--- src/tdlcd_pkg.sv ---
// Package with the codes and segment tables of the two-digit segment LCD driver.
`default_nettype none
package tdlcd_pkg;

    localparam int unsigned VALUE_W = 16;
    localparam int unsigned DWELL_W = 14;
    localparam int unsigned SEG_W   = 8;
    localparam int unsigned FRAME_W = 3;
    localparam int unsigned IN_TDATA_W  = 24;
    localparam int unsigned OUT_TDATA_W = 24;

    localparam logic [VALUE_W-1:0] C_CODE_OK      = 16'd111;
    localparam logic [VALUE_W-1:0] C_CODE_CANCEL  = 16'd222;
    localparam logic [VALUE_W-1:0] C_VALUE_TEN    = 16'd10;
    localparam logic [VALUE_W-1:0] C_VALUE_HUNDRED = 16'd100;
    localparam logic [DWELL_W-1:0] C_DWELL_RESET  = 14'd15000;
    localparam logic [FRAME_W-1:0] C_FRAME_LAST   = 3'd5;
    localparam logic [SEG_W-1:0]   C_SEG_BLANK    = 8'h00;
    localparam logic [SEG_W-1:0]   C_SEG_ALL      = 8'hFF;

    typedef logic [SEG_W-1:0] t_seg;

    function automatic t_seg f_digit_seg(input logic [3:0] digit);
        t_seg seg;
        case (digit)
            4'd0: seg = 8'b0111_0111;
            4'd1: seg = 8'b0001_0001;
            4'd2: seg = 8'b0110_1011;
            4'd3: seg = 8'b0011_1011;
            4'd4: seg = 8'b0001_1101;
            4'd5: seg = 8'b0011_1110;
            4'd6: seg = 8'b0111_1110;
            4'd7: seg = 8'b0001_0011;
            4'd8: seg = 8'b0111_1111;
            4'd9: seg = 8'b0011_1111;
            default: seg = C_SEG_BLANK;
        endcase
        return seg;
    endfunction

    function automatic t_seg f_anim_seg(input logic [FRAME_W-1:0] frame);
        t_seg seg;
        case (frame)
            3'd0: seg = 8'h76;
            3'd1: seg = 8'h67;
            3'd2: seg = 8'h57;
            3'd3: seg = 8'h37;
            3'd4: seg = 8'h73;
            3'd5: seg = 8'h75;
            default: seg = 8'h76;
        endcase
        return seg;
    endfunction

endpackage
`default_nettype wire

--- src/two_digit_segment_lcd_driver.sv ---
// Two-digit seven-segment LCD driver with AC backplane drive, top level.
// One refresh transaction is accepted per clock cycle while the output is not stalled;
// its result passes from the input register through the decode to the result register,
// and a result that waits holds the result register and a filled input register.
// Values 10 to 99 show ones on digit one and tens on digit two, values
// 1 to 9 and above 100 use digit one only, 0 and 100 blank both digits. Value 111
// plays a six-frame animation held for animation_dwell refreshes per frame, 222
// blanks digit one, other values above 100 light all of digit one. With drive phase
// 0 the segment bytes are inverted and the backplane is high.
`default_nettype none
module two_digit_segment_lcd_driver (
    input  wire logic                                 i_clk,
    input  wire logic                                 i_rst_n,
    input  wire logic                                 i_cfg_wr_en,
    input  wire logic [tdlcd_pkg::DWELL_W-1:0]        i_cfg_wr_data,
    input  wire logic                                 s_axis_tvalid,
    output logic                                      s_axis_tready,
    // [15:0] display_value, [16] drive_phase, [23:17] zero.
    input  wire logic [tdlcd_pkg::IN_TDATA_W-1:0]     s_axis_tdata,
    output logic                                      m_axis_tvalid,
    input  wire logic                                 m_axis_tready,
    // [7:0] digit_one_segments, [15:8] digit_two_segments, [16] backplane_level,
    // [23:17] zero.
    output logic [tdlcd_pkg::OUT_TDATA_W-1:0]         m_axis_tdata
);
    import tdlcd_pkg::*;

    logic               r_dwell;
    logic [DWELL_W-1:0] r_dwell_val;
    logic [FRAME_W-1:0] r_frame;
    logic [DWELL_W-1:0] r_dwell_cnt;
    logic               r_s1_valid;
    logic [VALUE_W-1:0] r_value;
    logic               r_phase;
    logic               r_out_valid;
    logic [SEG_W-1:0]   r_d1;
    logic [SEG_W-1:0]   r_d2;
    logic               r_bp;

    logic               w_in_go;
    logic               w_s1_go;
    logic               w_is_ok;
    logic               w_anim_step;
    logic [6:0]         w_low;
    logic [14:0]        w_prod;
    logic [3:0]         w_tens;
    logic [6:0]         w_tens_x10;
    logic [6:0]         w_ones_full;
    logic [DWELL_W-1:0] w_cnt_inc;
    logic               w_wrap;
    t_seg               n_d1;
    t_seg               n_d2;
    logic [DWELL_W-1:0] n_dwell_cnt;
    logic [FRAME_W-1:0] n_frame;

    assign w_s1_go       = r_s1_valid && (!r_out_valid || m_axis_tready);
    assign s_axis_tready = !r_s1_valid || w_s1_go;
    assign w_in_go       = s_axis_tvalid && s_axis_tready;

    assign w_low       = r_value[6:0];
    assign w_prod      = 15'(w_low) * 15'd205;
    assign w_tens      = w_prod[14:11];
    assign w_tens_x10  = {w_tens, 3'b000} + {2'b00, w_tens, 1'b0};
    assign w_ones_full = w_low - w_tens_x10;

    assign w_is_ok     = (r_value == C_CODE_OK);
    assign w_anim_step = w_s1_go && w_is_ok;
    assign w_cnt_inc   = r_dwell_cnt + 1'b1;
    assign w_wrap      = (w_cnt_inc >= r_dwell_val);

    always_comb begin
        n_d1 = C_SEG_BLANK;
        n_d2 = C_SEG_BLANK;
        if (r_value >= C_VALUE_TEN && r_value < C_VALUE_HUNDRED) begin
            n_d1 = f_digit_seg(w_ones_full[3:0]);
            n_d2 = f_digit_seg(w_tens);
        end else if (r_value != '0 && r_value < C_VALUE_TEN) begin
            n_d1 = f_digit_seg(r_value[3:0]);
        end else if (r_value > C_VALUE_HUNDRED) begin
            if (w_is_ok) begin
                n_d1 = f_anim_seg(r_frame);
            end else if (r_value == C_CODE_CANCEL) begin
                n_d1 = C_SEG_BLANK;
            end else begin
                n_d1 = C_SEG_ALL;
            end
        end
        if (!r_phase) begin
            n_d1 = ~n_d1;
            n_d2 = ~n_d2;
        end
    end

    always_comb begin
        n_dwell_cnt = r_dwell_cnt;
        n_frame     = r_frame;
        if (w_anim_step) begin
            if (w_wrap) begin
                n_dwell_cnt = '0;
                n_frame     = (r_frame >= C_FRAME_LAST) ? '0 : r_frame + 1'b1;
            end else begin
                n_dwell_cnt = w_cnt_inc;
            end
        end
    end

    always_ff @(posedge i_clk) begin
        if (!i_rst_n) begin
            r_dwell     <= 1'b0;
            r_dwell_val <= C_DWELL_RESET;
            r_frame     <= '0;
            r_dwell_cnt <= '0;
            r_s1_valid  <= 1'b0;
            r_out_valid <= 1'b0;
        end else begin
            r_dwell     <= i_cfg_wr_en;
            if (i_cfg_wr_en) begin
                r_dwell_val <= i_cfg_wr_data;
            end
            r_frame     <= n_frame;
            r_dwell_cnt <= n_dwell_cnt;
            if (s_axis_tready) begin
                r_s1_valid <= s_axis_tvalid;
            end
            if (w_s1_go) begin
                r_out_valid <= 1'b1;
            end else if (m_axis_tready) begin
                r_out_valid <= 1'b0;
            end
        end
    end

    always_ff @(posedge i_clk) begin
        if (w_in_go) begin
            r_value <= s_axis_tdata[VALUE_W-1:0];
            r_phase <= s_axis_tdata[VALUE_W];
        end
        if (w_s1_go) begin
            r_d1 <= n_d1;
            r_d2 <= n_d2;
            r_bp <= !r_phase;
        end
    end

    assign m_axis_tvalid = r_out_valid;
    assign m_axis_tdata  = {{(OUT_TDATA_W - 2*SEG_W - 1){1'b0}}, r_bp, r_d2, r_d1};

    a_frame_range: assert property (@(posedge i_clk) disable iff (!i_rst_n)
        r_frame <= C_FRAME_LAST)
        else $error("Animation frame out of range.");

    a_state_hold: assert property (@(posedge i_clk) disable iff (!i_rst_n)
        !w_anim_step |=> $stable(r_frame) && $stable(r_dwell_cnt))
        else $error("Animation state changed without an ok transaction.");

    a_in_to_s1: assert property (@(posedge i_clk) disable iff (!i_rst_n)
        w_in_go |=> r_s1_valid)
        else $error("Accepted transaction was not registered.");

    a_s1_to_out: assert property (@(posedge i_clk) disable iff (!i_rst_n)
        w_s1_go |=> r_out_valid && (r_bp == !$past(r_phase)))
        else $error("Result register did not take the transaction.");

    a_cfg_seen: assert property (@(posedge i_clk) disable iff (!i_rst_n)
        r_dwell |-> r_dwell_val == $past(i_cfg_wr_data))
        else $error("Dwell register write lost.");

endmodule
`default_nettype wire
--- config.mk ---
export PLATFORM = sky130hd
export DESIGN_NAME = two_digit_segment_lcd_driver
export DESIGN_NICKNAME = d
export VERILOG_FILES = /design/src/tdlcd_pkg.sv /design/src/two_digit_segment_lcd_driver.sv
export SDC_FILE = /design/constraint.sdc
export NUM_CORES = 1
export LEC_CHECK = 0
export BUFFER_PORTS_ARGS = -buffer_cell sky130_fd_sc_hd__buf_2
export CAP_MARGIN = 10
export CORE_MARGIN = 8
export CORE_UTILIZATION = 30
export CTS_BUF_LIST = sky130_fd_sc_hd__clkbuf_4
export CTS_CLUSTER_SIZE = 30
export DETAILED_ROUTE_END_ITERATION = 8
export PLACE_DENSITY_LB_ADDON = 0.05
export SETUP_SLACK_MARGIN = 0.15
export SKIP_CTS_REPAIR_TIMING = 1
export SLEW_MARGIN = 10
export SYNTH_ARGS = -nofsm -noshare
export SYNTH_HDL_FRONTEND = slang
export SYNTH_SLANG_ARGS = --single-unit
export TNS_END_PERCENT = 10
--- constraint.sdc ---
create_clock -name i_clk -period 15.9 [get_ports i_clk]
set_clock_uncertainty 0.1 [all_clocks]
set_input_delay 3.18 -clock i_clk [delete_from_list [all_inputs] [get_ports i_clk]]
set_output_delay 3.18 -clock i_clk [all_outputs]
set_load 0.005 [all_outputs]
==> results of run 1 <==
==> registers in the layout, indices dropped and copies added (netlist names), named ones only <==
register / count
r_bp: 1
r_s1_valid: 1
r_dwell_val: 14
r_d2: 8
r_phase: 1
r_value: 16
r_d1: 8
r_frame: 3
m_axis_tvalid: 1
r_dwell_cnt: 14
==> per-stage QoR <==
| stage | setup WS [ns] | hold WS (ns) | utilization | instance area (sq um) |
|---|---|---|---|---|
| after floorplan | 9.142 | 0.3436 | - | 5415 |
| after detailed placement | 8.785 | 0.3613 | 0.3296 | 5861 |
| after global placement | 8.800 | 0.3539 | 0.3296 | 5861 |
| after CTS | 8.782 | 0.3791 | 0.3373 | 5997 |
| after global routing | 8.682 | 0.4094 | 0.3374 | 6000 |
| final | 8.774 | 0.3764 | 0.3374 | 6000 |
==> how the worst max path moves through the flow <==
stage                              from            end  slack, ns  cells past startpoint
after floorplan           m_axis_tready  s_axis_tready       9.14                      2
after global placement    m_axis_tready  s_axis_tready       8.80                      4
after detailed placement  m_axis_tready  s_axis_tready       8.78                      4
after CTS                 m_axis_tready  s_axis_tready       8.78                      4
after global routing      m_axis_tready  s_axis_tready       8.68                      4
final                     m_axis_tready  s_axis_tready       8.77                      4
==> final cells by class <==
| type | instances | area (sq um) |
|---|---|---|
| multi-input cells | 418 | 3272 |
| fillers | 1869 | 11780 |
| flip-flops and latches | 74 | 1822 |
| clock buffers | 11 | 82.58 |
| well taps | 229 | 286.5 |
| clock inverters | 5 | 53.80 |
| inverters | 54 | 202.7 |
| diodes | 1 | 2.502 |
| repair buffers | 55 | 277.8 |
==> cells by family after synthesis <==
| group | Yosys count | synth area share |
|---|---|---|
| buffers and inverters | 76 | 0.05963 |
| AOI/OAI and AO/OA | 110 | 0.1399 |
| muxes | 14 | 0.02622 |
| other | 1 | 0.0006954 |
| DFF | 74 | 0.3378 |
| xor gates and xnor gates | 38 | 0.06427 |
| and+or+nand+nor | 155 | 0.1422 |
| adders and majority gates | 94 | 0.2292 |
==> power breakdown <==
part | total (uW) | internal (uW) | switching (uW)
logic | 203 | 85.1 | 118
clock network | 124 | 51.1 | 73.2
registers | 215 | 210 | 5.31
total | 542 | 346 | 196
==> cells in the final DEF (no fill, tap or decap), types with 11 or more instances in the layout <==
master / instances
xnor2_1: 29
dfxtp_1: 40
nor2_1: 40
mux2i_1: 13
clkbuf_4: 11
nand3_1: 17
nand2_1: 46
o21ai_0: 13
buf_2: 54
inv_1: 51
a21oi_1: 35
ha_1: 86
edfxtp_1: 34
==> tightest hold or removal path, stage by stage, from the launching register on <==
cell and delay (ns):
dfxtp_1 0.34, nand2_1 0.06, a21oi_1 0.05
==> per-layer routing <==
layer  part of all wire  wire length, um  track usage
met5                  0                0            0
met4              0.014              174      0.03898
met3              0.045              562      0.03084
met2               0.42             5197       0.1730
met1               0.53             6584       0.1625
==> qor.txt, run 1 <==
top cell type's share of synthesized area = 0.1995
Buffers on Ports = 54
H-tree depth = 3
Overall Power = 542.2 uW
Reg2Reg Depth = 22
wire per inst = 14.78 um
setup slack, reg-to-reg = 9.41 ns
async set or reset register ratio after synthesis = 0
DR vias/cell = 4.770
Synth Warn # = 0
required time worst endpoint = 12.62 ns
Area contributors post-synth = ha_1 (20%), edfxtp_1 (19%), dfxtp_1 (15%), xnor2_1 (4.7%), inv_1 (3.5%)
TritonCTS clock tree = yes
Leakage Power = 0.002727 uW
Synth cell types = 63
Routability Congestion = 0.7527
Slew @ Worst Pin = 0.9057 ns
register area share after synthesis = 0.3378
GRT Residual Overflow = 0
CORE AREA = 0.01778 sq mm
Top Ports = 69
Inserted Clock Buffers = 9
setup TNS = 0 ns
setup violators final = 0
DIE HEIGHT = 150.1 um
Synth Instances = 562
synthesized area = 0.005393 sq mm
worst path cell trace = buf_2, nor2b_1, nand2_1, buf_2
Critical Path AT = 3.85 ns
Synth Area per Inst = 9.596 sq um
Buf+Inv Stages, Crit Path = 2
Max Cap Violations = 0
FF-to-FF End = r_d1[6]
Final min period = 7.126 ns
CP Class = in2out
root buffer cell = clkbuf_4
synth cell count leaders = ha_1 (86), inv_1 (51), nand2_1 (46)
most frequent cell after synthesis = ha_1
post-synth top area cell = ha_1
Final Max Slew Viols = 0
Clk pin slew, worst setup/hold paths = 0.12 ns
Post-Route WL = 12.52 mm
status = finished, final reports clean
die width = 150.1 um
Non-Filler Instances = 847
WHS Endpoint = r_dwell_cnt[13]
Most Frequent Cell on Critical Path = buf_2
EDFF count, synth = 34
worst min path class = reg2reg
Setup crit start kind = input port
WHS Path Cells = 2
critical path's largest stage delay = 0.22 ns
crit-path leading delay family = simple AND/OR/NAND/NOR gates
Layout Nets = 749
Relative slew margins = 0.3925
Pwr Density = 90.38 mW/mm^2
Slowest-stage cell, CP = nor2b_1
clk buf depth = 2
Total GRT Usage = 0.1174
R2R Path Start = r_value[3]
total number of vias = 4,040
vias in the first global route = 4,065
Area Growth Syn to Fin = 11.25%
initial antenna violation count = 1
# rows = 49
Worst setup EP type = output pin
Worst-Skew Late Latency = 0.45 ns
Clock Sinks = 74
Final Hold Fails = 0
Residual DRC = 0
Peak VDD IR = 0.00003576 V
synthesis-stage register bit count = 74
1st-iter DRT viols = 164
layout cells sized above 1 = 0.1394
Initial DRT Pass Iterations = 4
HPWL Detailed = 9.945 mm
RSZ-0062 raised after global routing = false
Hold Path Origin = r_dwell_cnt[13]
Max Freq = 0.1403 GHz
largest net degree at the start of global routing = 28
die area = 0.02252 sq mm
fin crit share = 0.4482
Initial Util = 0.3033
Crit Path Max Fanout = 4
first-pass GRT wire length = 20.75 mm
Final ANT Viol Nets = 0
Top FF cell, synth = dfxtp_1
dpl cells = 830
(Power assumes the default switching activity.)
==> run 2: changes to the inputs <==
Clock period 15.9 ns to 6.32 ns, I/O delays scaled along.
==> run 2 against run 1 <==
- global-route usage down 0.055 points
- via count up 0.79%
- first-iteration DRC count up 7.3%
- total power rose to 2.7 times the previous value
- core utilization up 0.99 points
- die area unchanged
==> qor.txt, run 2 (same netlist as run 1, synthesis figures left out) <==
setup violators final = 0
Post-Route WL = 12.55 mm
die width = 150.1 um
HPWL Detailed = 10.01 mm
Final min period = 5.867 ns
Routability Congestion = 0.7612
Residual DRC = 0
status = finished, final reports clean
max reg flops = 16
Initial Util = 0.3033
setup TNS = 0 ns
Overall Power = 1454 uW
RSZ-0062 raised after global routing = false
GRT Residual Overflow = 0
Buffers on Ports = 54
CP Class = reg2reg
die area = 0.02252 sq mm
Crit Path Max Fanout = 6
TritonCTS clock tree = yes
# rows = 49
FF-to-FF End = r_d1[1]
Max Freq = 0.1704 GHz
layout cells sized above 1 = 0.1730
WHS Endpoint = r_dwell_cnt[13]
WHS Path Cells = 2
Critical Path AT = 5.96 ns
initial antenna violation count = 1
Setup crit start kind = register
Pwr Density = 235.5 mW/mm^2
Layout Nets = 762
fin crit share = 0.9283
clk buf depth = 2
Leakage Power = 0.002815 uW
wire per inst = 14.57 um
required time worst endpoint = 6.41 ns
Hold Path Origin = r_dwell_cnt[13]
Area Growth Syn to Fin = 14.50%
Initial DRT Pass Iterations = 4
Worst-Skew Late Latency = 0.45 ns
pre-CTS setup slack = 0.1861 ns
Relative slew margins = 0.4127
worst min path class = reg2reg
largest net degree at the start of global routing = 28
Top reg by flops = r_value
Total GRT Usage = 0.1168
DR vias/cell = 4.729
first-pass GRT wire length = 20.78 mm
fin worst setup slack = 0.4529 ns
Inserted Clock Buffers = 9
Slew @ Worst Pin = 0.8810 ns
Final Hold Fails = 0
Clk pin slew, worst setup/hold paths = 0.14 ns
Peak VDD IR = 0.00009753 V
Reg2Reg Depth = 21
Max Cap Violations = 0
largest registers = r_value x16, r_dwell_cnt x14, r_dwell_val x14
Top Ports = 69
R2R Path Start = r_value[6]
Clock Sinks = 74
root buffer cell = clkbuf_4
vias in the first global route = 4,066
most frequent cells in the layout = ha_1 (85), buf_2 (54), inv_1 (49), nand2_1 (46)
total number of vias = 4,072
CORE AREA = 0.01778 sq mm
Final ANT Viol Nets = 0
Worst setup EP type = register
Final Max Slew Viols = 0
Hold Worst Slack = 0.3801 ns
commonest non-fill, non-tap cell in the layout = ha_1
H-tree depth = 3
1st-iter DRT viols = 176
setup slack, reg-to-reg = 0.45 ns
DIE HEIGHT = 150.1 um
==> run 2: cell count changes in the layout (fill, tap and decap cells not counted), sizes merged <==
cell and delta:
clkbuf -2, bufinv +1, clkinv +2, buf +13, clkinvlp -1, diode +1
==> run 2: final cells by class <==
class | instances | area (sq um)
multi-input combinational | 418 | 3313
tap | 229 | 286.5
clock inverter | 7 | 102.6
antenna | 2 | 5.005
fill | 1857 | 11600
timing repair buffer | 68 | 375.4
inverter | 54 | 202.7
clock buffer | 9 | 67.56
sequential | 74 | 1822
==> run 2: worst max-delay path by stage <==
stage | slack [ns] | endpoint | startpoint | cells past startpoint
finish | 0.45 | r_d1[1] | r_value[6] | 21
global route | 0.16 | r_d1[3] | r_value[5] | 22
CTS | 0.17 | r_d1[6] | r_value[4] | 22
detailed placement | 0.19 | r_d1[6] | r_value[4] | 22
global placement | 0.27 | r_d1[6] | r_value[4] | 22
floorplan | 0.76 | r_d1[6] | r_value[4] | 21
==> run 2: worst max-delay path: stages (launching register included) <==
cell and delay [ns]:
edfxtp_1 0.50, buf_4 0.18, ha_1 0.27, inv_1 0.07, fa_1 0.41, fa_1 0.47, ha_1 0.31, ha_1 0.34
a21oi_1 0.20, o21ai_1 0.14, a31oi_1 0.18, xor2_1 0.25, inv_2 0.09, ha_1 0.32, or3b_2 0.50, and3b_1 0.22
a22oi_1 0.15, nand3b_1 0.16, xnor2_2 0.18, nand2b_2 0.24, o211ai_1 0.25, xnor2_1 0.08
==> run 2: metrics by stage <==
stage,cells,utilization,instance area (sq um)
global placement,836,0.3322,5906
CTS,852,0.3417,6076
floorplan,568,-,5415
global route,861,0.3473,6175
detailed placement,836,0.3322,5906
finish,861,0.3473,6175
==> run 2: routing by layer <==
metal  track usage  routed length [um]
met1        0.1659                6602
met2        0.1664                5153
met3       0.02782                 558
met4       0.04498                 231
met5             0                   0
==> run 2: power breakdown <==
group          total [uW]  leakage, uW  internal (uW)  switching [uW]
Combinational         565      0.00207            249             316
Clock                 351    0.0000920            164             186
Sequential            538     0.000654            527            11.1
